`config.mk`:
```
export PLATFORM = sky130hd
export DESIGN_NAME = tracker_pattern_unpacker
export DESIGN_NICKNAME = d
export VERILOG_FILES = /design/src/design/tpu_pkg.sv /design/src/design/tpu_cell_format.sv /design/src/design/tracker_pattern_unpacker.sv
export VERILOG_INCLUDE_DIRS = /design/src /design/src/design
export SDC_FILE = /design/constraint.sdc
export NUM_CORES = 1
export LEC_CHECK = 0
export BUFFER_PORTS_ARGS = -buffer_cell sky130_fd_sc_hd__buf_2
export CAP_MARGIN = 20
export CORE_UTILIZATION = 50
export DETAILED_ROUTE_END_ITERATION = 8
export PLACE_DENSITY = 0.7
export SLEW_MARGIN = 20
export SYNTH_ARGS = -nofsm -noshare
export SYNTH_HDL_FRONTEND = slang
export SYNTH_SLANG_ARGS = --single-unit
```
`constraint.sdc`:
```
create_clock -name clock -period 5 [get_ports clock]
set_input_delay 0.75 -clock clock [delete_from_list [all_inputs] [get_ports clock]]
set_output_delay 0.75 -clock clock [all_outputs]
set_load 0.01 [all_outputs]
```
`src/design/tracker_pattern_unpacker_macros.svh`:
```
// Assertion macros for the tracker pattern unpacker.
// Needs a clock named clock and an active high reset named reset in scope.
`ifndef TRACKER_PATTERN_UNPACKER_MACROS_SVH
`define TRACKER_PATTERN_UNPACKER_MACROS_SVH

// Check a consequence in the same cycle as its cause
`define TPU_ASSERT_NOW(label, cause, effect, msg) \
   label: assert property (@(posedge clock) disable iff (reset) (cause) |-> (effect)) \
      else $error(msg);

// Check a consequence in the cycle after its cause
`define TPU_ASSERT_NEXT(label, cause, effect, msg) \
   label: assert property (@(posedge clock) disable iff (reset) (cause) |=> (effect)) \
      else $error(msg);

`endif

```
`src/design/tpu_pkg.sv`:
```
// Shared types and constants of the tracker pattern unpacker.
// No dependencies; used by tpu_cell_format and tracker_pattern_unpacker.
package tpu_pkg;

   // Register indexes of the configuration port
   typedef enum logic {
      CSR_CHANNEL_COUNT = 1'b0,
      CSR_ROW_COUNT     = 1'b1
   } csr_index_type;

   // Kind of note carried by a decoded cell
   typedef enum logic [1:0] {
      NOTE_PITCHED = 2'd0,
      NOTE_EMPTY   = 2'd1,
      NOTE_STOP    = 2'd2
   } note_kind_type;

   localparam logic [7:0] NOTE_BYTE_STOP   = 8'd97;
   localparam logic [7:0] INSTRUMENT_NONE  = 8'hFF;
   localparam logic [7:0] VOLUME_LOW       = 8'd16;
   localparam logic [7:0] VOLUME_HIGH      = 8'd80;
   localparam logic [7:0] VOLUME_FULL      = 8'hFF;
   localparam logic [4:0] FIELDS_AFTER_NOTE = 5'b11110;

   // Field bits of a flag byte
   localparam int FLAG_NOTE       = 0;
   localparam int FLAG_INSTRUMENT = 1;
   localparam int FLAG_VOLUME     = 2;
   localparam int FLAG_EFFECT     = 3;
   localparam int FLAG_MARKER     = 7;

   // Decoded contents of one cell, without its position
   typedef struct packed {
      note_kind_type note_kind;
      logic [7:0]    note_value;
      logic          instrument_present;
      logic [7:0]    instrument_value;
      logic          volume_set;
      logic [7:0]    volume_value;
      logic [7:0]    effect_kind;
      logic [7:0]    effect_argument;
   } cell_fields_type;

endpackage

```
`src/design/tpu_cell_format.sv`:
```
// Turns the raw bytes gathered for one cell into its decoded fields.
// Depends on tpu_pkg. Purely combinational.
module tpu_cell_format (
   input  logic [7:0]               note_byte,
   input  logic [7:0]               instrument_byte,
   input  logic [7:0]               volume_byte,
   input  logic [7:0]               effect_byte,
   input  logic [7:0]               argument_byte,
   output tpu_pkg::cell_fields_type fields
);
   import tpu_pkg::*;

   logic [7:0] volume_offset;
   logic [9:0] volume_scaled;

   // Scale the volume column: offset from the low bound, times four
   assign volume_offset = volume_byte - VOLUME_LOW;
   assign volume_scaled = {volume_offset, 2'b00};

   always_comb begin
      fields = '0;

      // Map note: zero is empty, the stop code stops, the rest drop by one
      if (note_byte == 8'd0) begin
         fields.note_kind  = NOTE_EMPTY;
         fields.note_value = 8'd0;
      end else if (note_byte == NOTE_BYTE_STOP) begin
         fields.note_kind  = NOTE_STOP;
         fields.note_value = 8'd0;
      end else begin
         fields.note_kind  = NOTE_PITCHED;
         fields.note_value = note_byte - 8'd1;
      end

      // Instrument: the all ones byte means none was given
      if (instrument_byte != INSTRUMENT_NONE) begin
         fields.instrument_present = 1'b1;
         fields.instrument_value   = instrument_byte - 8'd1;
      end else begin
         fields.instrument_present = 1'b0;
         fields.instrument_value   = 8'd0;
      end

      // Volume: clip the scaled range, zero means full, others not set
      if (volume_byte >= VOLUME_LOW && volume_byte <= VOLUME_HIGH) begin
         fields.volume_set   = 1'b1;
         fields.volume_value = (volume_scaled > 10'd255) ? VOLUME_FULL : volume_scaled[7:0];
      end else if (volume_byte == 8'd0) begin
         fields.volume_set   = 1'b1;
         fields.volume_value = VOLUME_FULL;
      end else begin
         fields.volume_set   = 1'b0;
         fields.volume_value = 8'd0;
      end

      fields.effect_kind     = effect_byte;
      fields.effect_argument = argument_byte;
   end

endmodule

```
`src/design/tracker_pattern_unpacker.sv`:
```
// Tracker pattern unpacker: top level.
// Depends on tpu_pkg, tpu_cell_format and tracker_pattern_unpacker_macros.svh.
//
// Usage:
//   The req channel carries packed pattern data, one byte a beat, with
//   req_pattern_start set on the first byte of each pattern. The rsp channel
//   gives one decoded cell a beat, in row-major order with the channel
//   running fastest, and flags the final cell with rsp_last_of_pattern.
//   Bytes after the final cell are dropped until the next pattern start.
//   The csr port sets channels per row and rows per pattern; write it only
//   while the block is idle.
// Timing:
//   One byte is taken every cycle unless stalled. The cell decoded from a cell's
//   last byte is presented on rsp in the cycle after that byte's beat, from the
//   result register. The byte state and the result register form a single stage.
// Stall:
//   While a result waits and rsp_ready is low, req_ready is low; as soon as
//   the result is taken, a new byte is accepted in the same cycle.
// Reset:
//   Synchronous, active high. Counters and the partial cell clear, rsp goes
//   invalid, channel count returns to 1 and row count to 64.
`include "tracker_pattern_unpacker_macros.svh"

module tracker_pattern_unpacker #(
   parameter int MAX_CHANNELS = 32,
   parameter int MAX_ROWS     = 256
) (
   input  logic       clock,
   input  logic       reset,
   // configuration port
   input  logic       csr_write_enable,
   input  logic       csr_index,
   input  logic [8:0] csr_write_data,
   // byte stream
   input  logic       req_valid,
   output logic       req_ready,
   input  logic [7:0] req_data_byte,
   input  logic       req_pattern_start,
   // decoded cells
   output logic       rsp_valid,
   input  logic       rsp_ready,
   output logic [7:0] rsp_row_index,
   output logic [4:0] rsp_channel_index,
   output logic [1:0] rsp_note_kind,
   output logic [7:0] rsp_note_value,
   output logic       rsp_instrument_present,
   output logic [7:0] rsp_instrument_value,
   output logic       rsp_volume_set,
   output logic [7:0] rsp_volume_value,
   output logic [7:0] rsp_effect_kind,
   output logic [7:0] rsp_effect_argument,
   output logic       rsp_last_of_pattern
);
   import tpu_pkg::*;

   localparam int CHAN_LIMIT = (MAX_CHANNELS > 32) ? 32 : MAX_CHANNELS;
   localparam int ROW_LIMIT  = (MAX_ROWS > 256) ? 256 : MAX_ROWS;

   // configuration registers
   logic [5:0] channel_count_ff;
   logic [8:0] row_count_ff;

   // parse state
   logic [4:0] pending_ff,   pending_in;
   logic       cell_open_ff, cell_open_in;
   logic [4:0] channel_ff,   channel_in;
   logic [7:0] row_ff,       row_in;
   logic       done_ff,      done_in;
   logic [7:0] note_ff,      note_in;
   logic [7:0] instrument_ff, instrument_in;
   logic [7:0] volume_ff,    volume_in;
   logic [7:0] effect_ff,    effect_in;

   // result register
   logic            rsp_valid_ff, rsp_valid_in;
   logic [7:0]      rsp_row_ff;
   logic [4:0]      rsp_channel_ff;
   logic            rsp_last_ff;
   cell_fields_type rsp_cell_ff;

   logic            accept;
   logic            emit;
   logic [7:0]      argument;
   logic [5:0]      chans;
   logic [8:0]      rows;
   logic            last_channel;
   logic            last_row;
   cell_fields_type cell_fields;

   // Take a byte whenever the result register is empty or being drained
   assign req_ready = !rsp_valid_ff || rsp_ready;
   assign accept    = req_valid && req_ready;

   // Clamp the configured geometry
   always_comb begin
      priority if (channel_count_ff == 6'd0) begin
         chans = 6'd1;
      end else if (channel_count_ff > 6'(CHAN_LIMIT)) begin
         chans = 6'(CHAN_LIMIT);
      end else begin
         chans = channel_count_ff;
      end
      priority if (row_count_ff == 9'd0) begin
         rows = 9'd1;
      end else if (row_count_ff > 9'(ROW_LIMIT)) begin
         rows = 9'(ROW_LIMIT);
      end else begin
         rows = row_count_ff;
      end
   end

   // Parse one byte: pattern start first, then lead byte or next field
   always_comb begin
      pending_in    = pending_ff;
      cell_open_in  = cell_open_ff;
      channel_in    = channel_ff;
      row_in        = row_ff;
      done_in       = done_ff;
      note_in       = note_ff;
      instrument_in = instrument_ff;
      volume_in     = volume_ff;
      effect_in     = effect_ff;
      emit          = 1'b0;
      argument      = 8'd0;

      if (req_pattern_start) begin
         pending_in    = 5'd0;
         cell_open_in  = 1'b0;
         channel_in    = 5'd0;
         row_in        = 8'd0;
         done_in       = 1'b0;
         note_in       = 8'd0;
         instrument_in = INSTRUMENT_NONE;
         volume_in     = 8'd0;
         effect_in     = 8'd0;
      end

      if (!done_in) begin
         if (!cell_open_in) begin
            // lead byte: a flag byte or the note itself
            if (req_data_byte[FLAG_MARKER]) begin
               pending_in = req_data_byte[4:0];
            end else begin
               note_in    = req_data_byte;
               pending_in = FIELDS_AFTER_NOTE;
            end
            if (pending_in == 5'd0) begin
               emit = 1'b1;
            end else begin
               cell_open_in = 1'b1;
            end
         end else begin
            // store the lowest pending field; the cell closes once none are pending
            priority if (pending_in[FLAG_NOTE]) begin
               pending_in[FLAG_NOTE] = 1'b0;
               note_in = req_data_byte;
            end else if (pending_in[FLAG_INSTRUMENT]) begin
               pending_in[FLAG_INSTRUMENT] = 1'b0;
               instrument_in = req_data_byte;
            end else if (pending_in[FLAG_VOLUME]) begin
               pending_in[FLAG_VOLUME] = 1'b0;
               volume_in = req_data_byte;
            end else if (pending_in[FLAG_EFFECT]) begin
               pending_in[FLAG_EFFECT] = 1'b0;
               effect_in = req_data_byte;
            end else begin
               pending_in = 5'd0;
               argument   = req_data_byte;
            end
            if (pending_in == 5'd0) begin
               emit = 1'b1;
            end
         end
      end
   end

   // Decode the cell from the bytes as they stand after this beat
   tpu_cell_format u_cell_format (
      .note_byte       (note_in),
      .instrument_byte (instrument_in),
      .volume_byte     (volume_in),
      .effect_byte     (effect_in),
      .argument_byte   (argument),
      .fields          (cell_fields)
   );

   assign last_channel = ({1'b0, channel_in} + 6'd1) >= chans;
   assign last_row     = ({1'b0, row_in} + 9'd1) >= rows;

   // Hold the result until taken, load a new one on an emitting beat
   always_comb begin
      rsp_valid_in = rsp_valid_ff && !rsp_ready;
      if (accept && emit) begin
         rsp_valid_in = 1'b1;
      end
   end

   // Configuration registers
   always_ff @(posedge clock) begin
      if (reset) begin
         channel_count_ff <= 6'd1;
         row_count_ff     <= 9'd64;
      end else if (csr_write_enable) begin
         unique case (csr_index_type'(csr_index))
            CSR_CHANNEL_COUNT: channel_count_ff <= csr_write_data[5:0];
            CSR_ROW_COUNT:     row_count_ff     <= csr_write_data;
         endcase
      end
   end

   // Parse state: advance the position and clear the cell on emit
   always_ff @(posedge clock) begin
      if (reset) begin
         pending_ff    <= 5'd0;
         cell_open_ff  <= 1'b0;
         channel_ff    <= 5'd0;
         row_ff        <= 8'd0;
         done_ff       <= 1'b0;
         note_ff       <= 8'd0;
         instrument_ff <= INSTRUMENT_NONE;
         volume_ff     <= 8'd0;
         effect_ff     <= 8'd0;
      end else if (accept) begin
         if (emit) begin
            pending_ff    <= 5'd0;
            cell_open_ff  <= 1'b0;
            note_ff       <= 8'd0;
            instrument_ff <= INSTRUMENT_NONE;
            volume_ff     <= 8'd0;
            effect_ff     <= 8'd0;
            done_ff       <= done_in;
            if (last_channel) begin
               channel_ff <= 5'd0;
               if (last_row) begin
                  done_ff <= 1'b1;
                  row_ff  <= row_in;
               end else begin
                  row_ff <= row_in + 8'd1;
               end
            end else begin
               channel_ff <= channel_in + 5'd1;
               row_ff     <= row_in;
            end
         end else begin
            pending_ff    <= pending_in;
            cell_open_ff  <= cell_open_in;
            channel_ff    <= channel_in;
            row_ff        <= row_in;
            done_ff       <= done_in;
            note_ff       <= note_in;
            instrument_ff <= instrument_in;
            volume_ff     <= volume_in;
            effect_ff     <= effect_in;
         end
      end
   end

   // Result register: valid under reset, payload without
   always_ff @(posedge clock) begin
      if (reset) begin
         rsp_valid_ff <= 1'b0;
      end else begin
         rsp_valid_ff <= rsp_valid_in;
      end
   end

   always_ff @(posedge clock) begin
      if (accept && emit) begin
         rsp_row_ff     <= row_in;
         rsp_channel_ff <= channel_in;
         rsp_last_ff    <= last_channel && last_row;
         rsp_cell_ff    <= cell_fields;
      end
   end

   assign rsp_valid              = rsp_valid_ff;
   assign rsp_row_index          = rsp_row_ff;
   assign rsp_channel_index      = rsp_channel_ff;
   assign rsp_note_kind          = rsp_cell_ff.note_kind;
   assign rsp_note_value         = rsp_cell_ff.note_value;
   assign rsp_instrument_present = rsp_cell_ff.instrument_present;
   assign rsp_instrument_value   = rsp_cell_ff.instrument_value;
   assign rsp_volume_set         = rsp_cell_ff.volume_set;
   assign rsp_volume_value       = rsp_cell_ff.volume_value;
   assign rsp_effect_kind        = rsp_cell_ff.effect_kind;
   assign rsp_effect_argument    = rsp_cell_ff.effect_argument;
   assign rsp_last_of_pattern    = rsp_last_ff;

   // A cell is open exactly while fields are still owed
   `TPU_ASSERT_NOW(a_open_matches_pending, 1'b1, cell_open_ff == (pending_ff != 5'd0), "cell open flag disagrees with pending fields")
   // The final cell of a pattern closes the pattern
   `TPU_ASSERT_NEXT(a_last_closes_pattern, accept && emit && last_channel && last_row, done_ff && rsp_valid_ff && rsp_last_ff, "final cell did not close the pattern")
   // A waiting result blocks the byte stream
   `TPU_ASSERT_NOW(a_stall_blocks_input, rsp_valid_ff && !rsp_ready, !req_ready, "byte taken while a result was stalled")

endmodule
```
# [Yosys cells after proc, flatten, opt, wreduce, memory -nomap -nowiden]
# Cells that the tools add are included.
[totals] input_bits=24 word_cells=131 output_inout_bits=60 reg_bits=126
[classes] bitwise_logic=2 reduce_logical=18 mux=72 addsub=7 n_eq_ne=2 order_cmp=7
[op_table] cell="two-way mux 8 bit" count=33
[op_table] cell="two-way mux 5 bit" count=10
[op_table] cell="two-way mux 9 bit" count=4
[op_table] cell="two-way mux 1 bit" count=17
[op_table] cell="logical NOT 8 bit" count=2
[op_table] cell="subtractor 8 x 1 -> 8 bit, second input constant" count=2
[op_table] cell="two-way mux 4 bit" count=3
[op_table] cell="two-way mux 6 bit" count=2
[op_table] cell="> comparator 10 x 8 -> 1 bit, second input constant" count=1
[op_table] cell="logical NOT 5 bit" count=2
[op_table] cell="two-way mux 10 bit" count=1
[op_table] cell="adder 8 x 1 -> 9 bit, second input constant" count=1
[op_table] cell=">= comparator 9 bit" count=1
[op_table] cell="> comparator 9 bit, second input constant" count=1
[op_table] cell="logical NOT 9 bit" count=1
[op_table] cell="adder 8 x 1 -> 8 bit, second input constant" count=1
[op_table] cell="== test 8 x 7 -> 1 bit, second input constant" count=1
[op_table] cell=">= comparator 8 x 5 -> 1 bit, second input constant" count=1
[op_table] cell="less-or-equal comparator 8 x 7 -> 1 bit, second input constant" count=1
[op_table] cell="!= test 8 bit, second input constant" count=1
[op_table] cell="subtractor 8 x 5 -> 8 bit, second input constant" count=1
[op_table] cell="adder 5 x 1 -> 6 bit, second input constant" count=1
[op_table] cell=">= comparator 6 bit" count=1
[op_table] cell="> comparator 6 bit, second input constant" count=1
[op_table] cell="11 further kinds" count=18

# [Logic depth before layout (Yosys ltp)]
[depth] ltp_word=13 ltp_mapped=16 ltp_nobuf=12

# [Cells and area by module]
# From an unflattened synthesis, not the netlist that was laid out.
[unflattened] cells_unflattened=714 hier_area_um2=6570.1
[by_module_without_submodules] mod="tracker_pattern_unpacker" area_each_um2=5770.5 seq_area_each_um2=3103.0 n_inst=1 cells_per_inst=597
[by_module_without_submodules] mod="tpu_cell_format" area_each_um2=799.5 seq_area_each_um2=0.0 n_inst=1 cells_per_inst=117

# [Worst setup path after synthesis]
# OpenSTA, ideal clock, no wires.
[synth_path] path_type="in2reg" startpoint="in req_pattern_start" endpoint="reg row_ff[2]" path_stages=16 path_buffers=4 required_time_ns=4.884 setup_slack_ns=0.976 t_arrival_ns=3.907 setup_ns=0.116 path_cell_list="buf_2 -> clkbuf_1 -> buf_1 -> nor2b_1 -> ha_1 -> nand3_1 -> nor2_1 -> xor2_1 -> ha_1 -> a21oi_1 -> nor2_1 -> a211oi_1 -> and3_1 -> clkbuf_1 -> nand3_1 -> a31o_2"
[synth_via] elab_cells_between_ends=23 cone_classes="3 x add/sub; 2 x order compare; 17 x mux; 1 x reduce/logical"
[synth_lines] item="start: declaration" line="tracker_pattern_unpacker.sv:38" rtl="input logic req_pattern_start,"
[synth_lines] item="two-way mux 8 bit *" line="tracker_pattern_unpacker.sv:126" rtl="if (req_pattern_start) begin"
[synth_lines] item="net row_in[0]" line="tracker_pattern_unpacker.sv:67" rtl="logic [7:0] row_ff, row_in;"
[synth_lines] item="adder 8 x 1 -> 9 bit" line="tracker_pattern_unpacker.sv:188" rtl="assign last_row = ({1'b0, row_in} + 9'd1) >= rows;"
[synth_lines] item=">= comparator 9 bit" line="tracker_pattern_unpacker.sv:188"
[synth_lines] item="two-way mux 8 bit *" line="tracker_pattern_unpacker.sv:234" rtl="if (last_row) begin"
[synth_lines] item="two-way mux 8 bit *" line="tracker_pattern_unpacker.sv:232" rtl="if (last_channel) begin"
[synth_lines] item="two-way mux 8 bit *" line="tracker_pattern_unpacker.sv:224" rtl="if (emit) begin"
[synth_lines] item="end signal: assignment" line="tracker_pattern_unpacker.sv:236" rtl="row_ff <= row_in;"
[synth_lines] item="end signal: assignment" line="tracker_pattern_unpacker.sv:238" rtl="row_ff <= row_in + 8'd1;"
[synth_lines] item="end signal: assignment" line="tracker_pattern_unpacker.sv:242" rtl="row_ff <= row_in;"
[synth_lines] item="end: declaration" line="tracker_pattern_unpacker.sv:67"
# The timed path passes the listed nets; every way through them passes the cells marked *. The select of a mux whose other input is x is not followed.
# A chain may end at the register's enable or synchronous reset.

# [Worst setup path in the final report]
[layout_path] startpoint="in req_pattern_start" endpoint="reg row_ff[7]"
# The elaborated chain is that of the path after synthesis.

==> impl.org <==
** Floorplanning
- Area enclosed by the die boundary :: 0.01421 mm^2
- Die Span Y :: 119.2 um
- CORE AREA :: 0.01330 mm^2
- The initial utilization of the core area, before any placement, comes to 0.5166.
- Row count :: 42
- The die is 119.2 um wide.
- Number of top-level pins :: 84

** Power and ir drop
- VDD sags by at most 0.0001843 V.
- Comb power frac :: 0.120
- Power dissipated by switching net loads :: 0.6493 mW
- For this design the ratio of total power to cell area is 336.8 mW/mm^2.
- Fraction of power consumed by sequential logic :: 0.431
- Static leakage :: 3.187 nW
- Of the total power, the clock network draws 0.449.
- The internal power of the cells totals 2.005 mW.
- Of the total power, the share spent switching nets is 0.2446.

** Timing
- Final critical path time including I/O delays and setup :: 3.876 ns
- Slew at the pin closest to its max-slew limit :: 0.9144 ns
- Period Utilization, post-route :: 0.7752
- Worst-case headroom to the max-slew limit :: 0.3848
- Final setup fails :: 0
- Clock Skew :: 0.005163 ns
- Setup total negative slack on the finished layout was measured at 0 ns.
- Setup repair after global routing left no endpoint under its margin.
- The total count of max-transition violations in the final report was 0.
- The count of endpoints failing hold in the final timing report came to 0.
- Max Clk Rate :: 0.2580 GHz

** Worst hold path
- Worst min-delay path class :: flip-flop to flip-flop
- Along the worst hold path, the cell count comes to 2.
- Beginning of the worst hold path :: effect_ff[3]
- Endpoint with the worst hold slack :: effect_ff[3]

** Synthesis
- Yosys printed 0 warnings.
- Of the total synthesized cell area, the portion taken by AND, OR, NAND and NOR gates is 0.2201.
- Compound-gate portion of the synthesized area :: 0.1627
- Primary FF master, synth :: dfxtp_1
- Post-synthesis share of cell area spent on xor and xnor gates :: 0.02678
- Top post-synthesis cells by area :: edfxtp_1 25%, dfxtp_1 20%, nand2_1 4.6%, nor2_1 4.4%, ha_1 4.2%
- Cells after synthesis :: 737
- A synthesized cell averages 9.319 um^2.
- Yosys reg bits :: 125
- The share of synthesized area in the top cell type comes to 0.2492.
- After synthesis, the largest family of logic cells by area is simple AND/OR/NAND/NOR gates.
- Area share of fa/ha/maj cells after synthesis :: 0.04190
- Sequential element share of the synthesized area :: 0.4474
- The number of nets in the synthesized netlist is 784.
- EDFF count, synth :: 57
- The number of different library cells used by synthesis comes to 83.
- Most area-hungry cell type in the Yosys netlist :: edfxtp_1
- Post-synthesis instance area :: 0.006868 mm^2
- The portion of synthesized area spent on multiplexers is 0.04901.
- After synthesis, the share of flip-flops with an asynchronous set or reset is 0.

** Place
- Routability Congestion :: 0.8611
- Half-perimeter wire length after placement :: 11110 um
- The placed instances occupy a cell area of 0.007312 mm^2.
- Quantity of I/O buffers inserted on ports :: 83

** Setup path
- Data on the critical path is required at its endpoint by 5.34 ns.
- Worst flop-to-flop path startpoint :: row_ff[0]
- Largest fanout on the critical path :: 30
- The worst setup path is captured at a flip-flop.
- STA classifies the critical path startpoint as an input pin.
- CP arrival :: 4.22 ns
- Count of cells along the worst register-to-register path :: 12
- R2r setup slk :: 1.37 ns
- The worst register-to-register path ends at row_ff[7].
- The critical path is of the input pin to flip-flop type.

** Drt
- Summing over every cut layer, the via total after detailed routing is 5686.
- Final WL :: 16380 um
- Count of unresolved DRC violations after routing :: 0
- Routed length per instance :: 16.51 um
- Per-cell via count in the routed design :: 5.732
- In this run, the number of DRC markers left after iteration 0 of detailed routing was 368.
- Drt first pass iters :: 5
- Number of antenna-violating nets in the routed design :: 0

** Cells and area
- After routing the design area is 0.007881 mm^2.
- Of the cells placed in the final design, the portion with a size suffix greater than 1 is 0.1926.
- Final layout net count :: 849
- Synthesis-to-finish area growth :: 14.76%

** Run
- Max-cap check violation count :: 0

** CTS
- Source-to-sink clock delay at the later pin of the worst-skew pair :: 0.42 ns
- Post-CTS timing repair inserted 0 buffers for setup.
- The number of clock buffers added by TritonCTS is 17.
- TritonCTS built the clock tree.
- Total number of H-tree levels :: 4
- Post-CTS repair changed the size of 0 cells.
- The clock passes through at most 2 buffers.
- Clock tree synthesis selected as its root buffer the cell clkbuf_16.
- Clock transition at the registers of the reported paths :: 0.05 ns
- TritonCTS sink count :: 125
- In this run, post-CTS hold repair placed 0 buffers.

** GRT
- The number of antenna violations at the first check in global routing is 1.
- Total global routing overflow :: 0
- Pin count of the biggest net entering global routing :: 61
- Combined global-route utilization of all metal layers :: 0.2430
- The via count of the first global-routing pass is 5511.
- The first global-routing pass estimated 26990 um of wire.

** Status
- Status :: complete, no violations
-- power by group through the flow --
stage	sequential [mW]	clock [mW]	combinational [mW]
floorplan	1.17	0	0.227
detailed placement	1.16	0	0.318
global route	1.15	1.26	0.353
finish	1.14	1.19	0.319
global placement	1.16	0	0.311
CTS	1.14	1.22	0.320
-- cell usage in the layout (no fill, tap or decap), types with 14 or more instances in the layout --
master	instances
nor4_1	14
mux2i_1	21
nor2b_1	25
inv_1	22
ha_1	23
nor2_1	81
nand3_1	24
a31oi_1	14
dfxtp_1	68
clkbuf_16	17
buf_2	83
o21ai_0	38
nand2_1	84
a21oi_1	52
edfxtp_1	57
-- stage by stage --
step                power (mW)  std cells  hold slack [ns]  utilization  setup slack (ns)
CTS                      2.680        991           0.4459       0.5926             1.195
detailed placement       1.482        959           0.4386       0.5500            0.7784
global route             2.758        991           0.4599       0.5926            0.7407
global placement         1.473        959           0.4331       0.5500            0.8994
finish                   2.654        992           0.4459       0.5928             1.124
floorplan                1.393        737           0.4247            -            0.9763
-- state kept, by name, summed over array words and instances (netlist names), 7 cells and up --
register,count
row_count_ff,9
rsp_effect_kind,8
effect_ff,8
rsp_effect_argument,8
rsp_row_index,8
rsp_note_value,8
volume_ff,8
rsp_instrument_value,8
rsp_volume_value,7
note_ff,8
row_ff,8
instrument_ff,8
-- cells by family after synthesis --
logic type | count (synthesis)
AO/OA/AOI/OAI | 168
XOR/XNOR | 21
adder cells (fa/ha/maj) | 23
buffers and inverters | 70
flip-flops | 125
multiplexers | 32
AND/OR/NAND/NOR | 298
-- synthesized netlist by cell type (11+ instances only) --
| library cell | instances |
|---|---|
| nand2_1 | 84 |
| nor2_1 | 81 |
| dfxtp_1 | 68 |
| edfxtp_1 | 57 |
| a21oi_1 | 52 |
| o21ai_0 | 38 |
| nor2b_1 | 25 |
| nand3_1 | 24 |
| ha_1 | 23 |
| inv_1 | 22 |
| clkbuf_1 | 21 |
| mux2i_1 | 21 |
| a31oi_1 | 14 |
| nor4_1 | 14 |
| xor2_1 | 11 |
-- worst max-delay path, cell delays in order --
cell       delay (ns)
buf_2            0.28
nor2b_1          0.37
ha_1             0.29
nand3_1          0.17
nor2_1           0.31
xor2_1           0.20
ha_1             0.27
a21oi_1          0.14
nor2_1           0.07
a211oi_1         0.47
o2111ai_4        0.28
or4_1            0.44
a31oi_1          0.16
-- worst max path at each step --
stage                           start         to  slack [ns]
floorplan           req_pattern_start  row_ff[2]        0.98
global placement    req_pattern_start  row_ff[7]        0.90
detailed placement  req_pattern_start  row_ff[7]        0.78
CTS                 req_pattern_start  row_ff[7]        1.19
global route        req_pattern_start  row_ff[7]        0.74
finish              req_pattern_start  row_ff[7]        1.12
-- routing by layer --
| layer | GRT usage | vias to the layer above | routed length [um] |
|---|---|---|---|
| li1 | - | 2786 | - |
| met1 | 0.2915 | 2654 | 6941 |
| met2 | 0.3997 | 208 | 7937 |
| met3 | 0.06322 | 38 | 1028 |
| met4 | 0.1266 | 0 | 468 |
| met5 | 0 | - | 0 |
-- cell type report --
class / instances / area (um^2)
timing repair buffer: 91 / 488.0
fill: 1147 / 5414
clock inverter: 9 / 118.9
inverter: 25 / 93.84
tap: 176 / 220.2
clock buffer: 23 / 447.9
antenna: 1 / 2.502
multi-input combinational: 542 / 3437
sequential: 125 / 3073
Note: power is estimated with default switching activity, not from simulation.
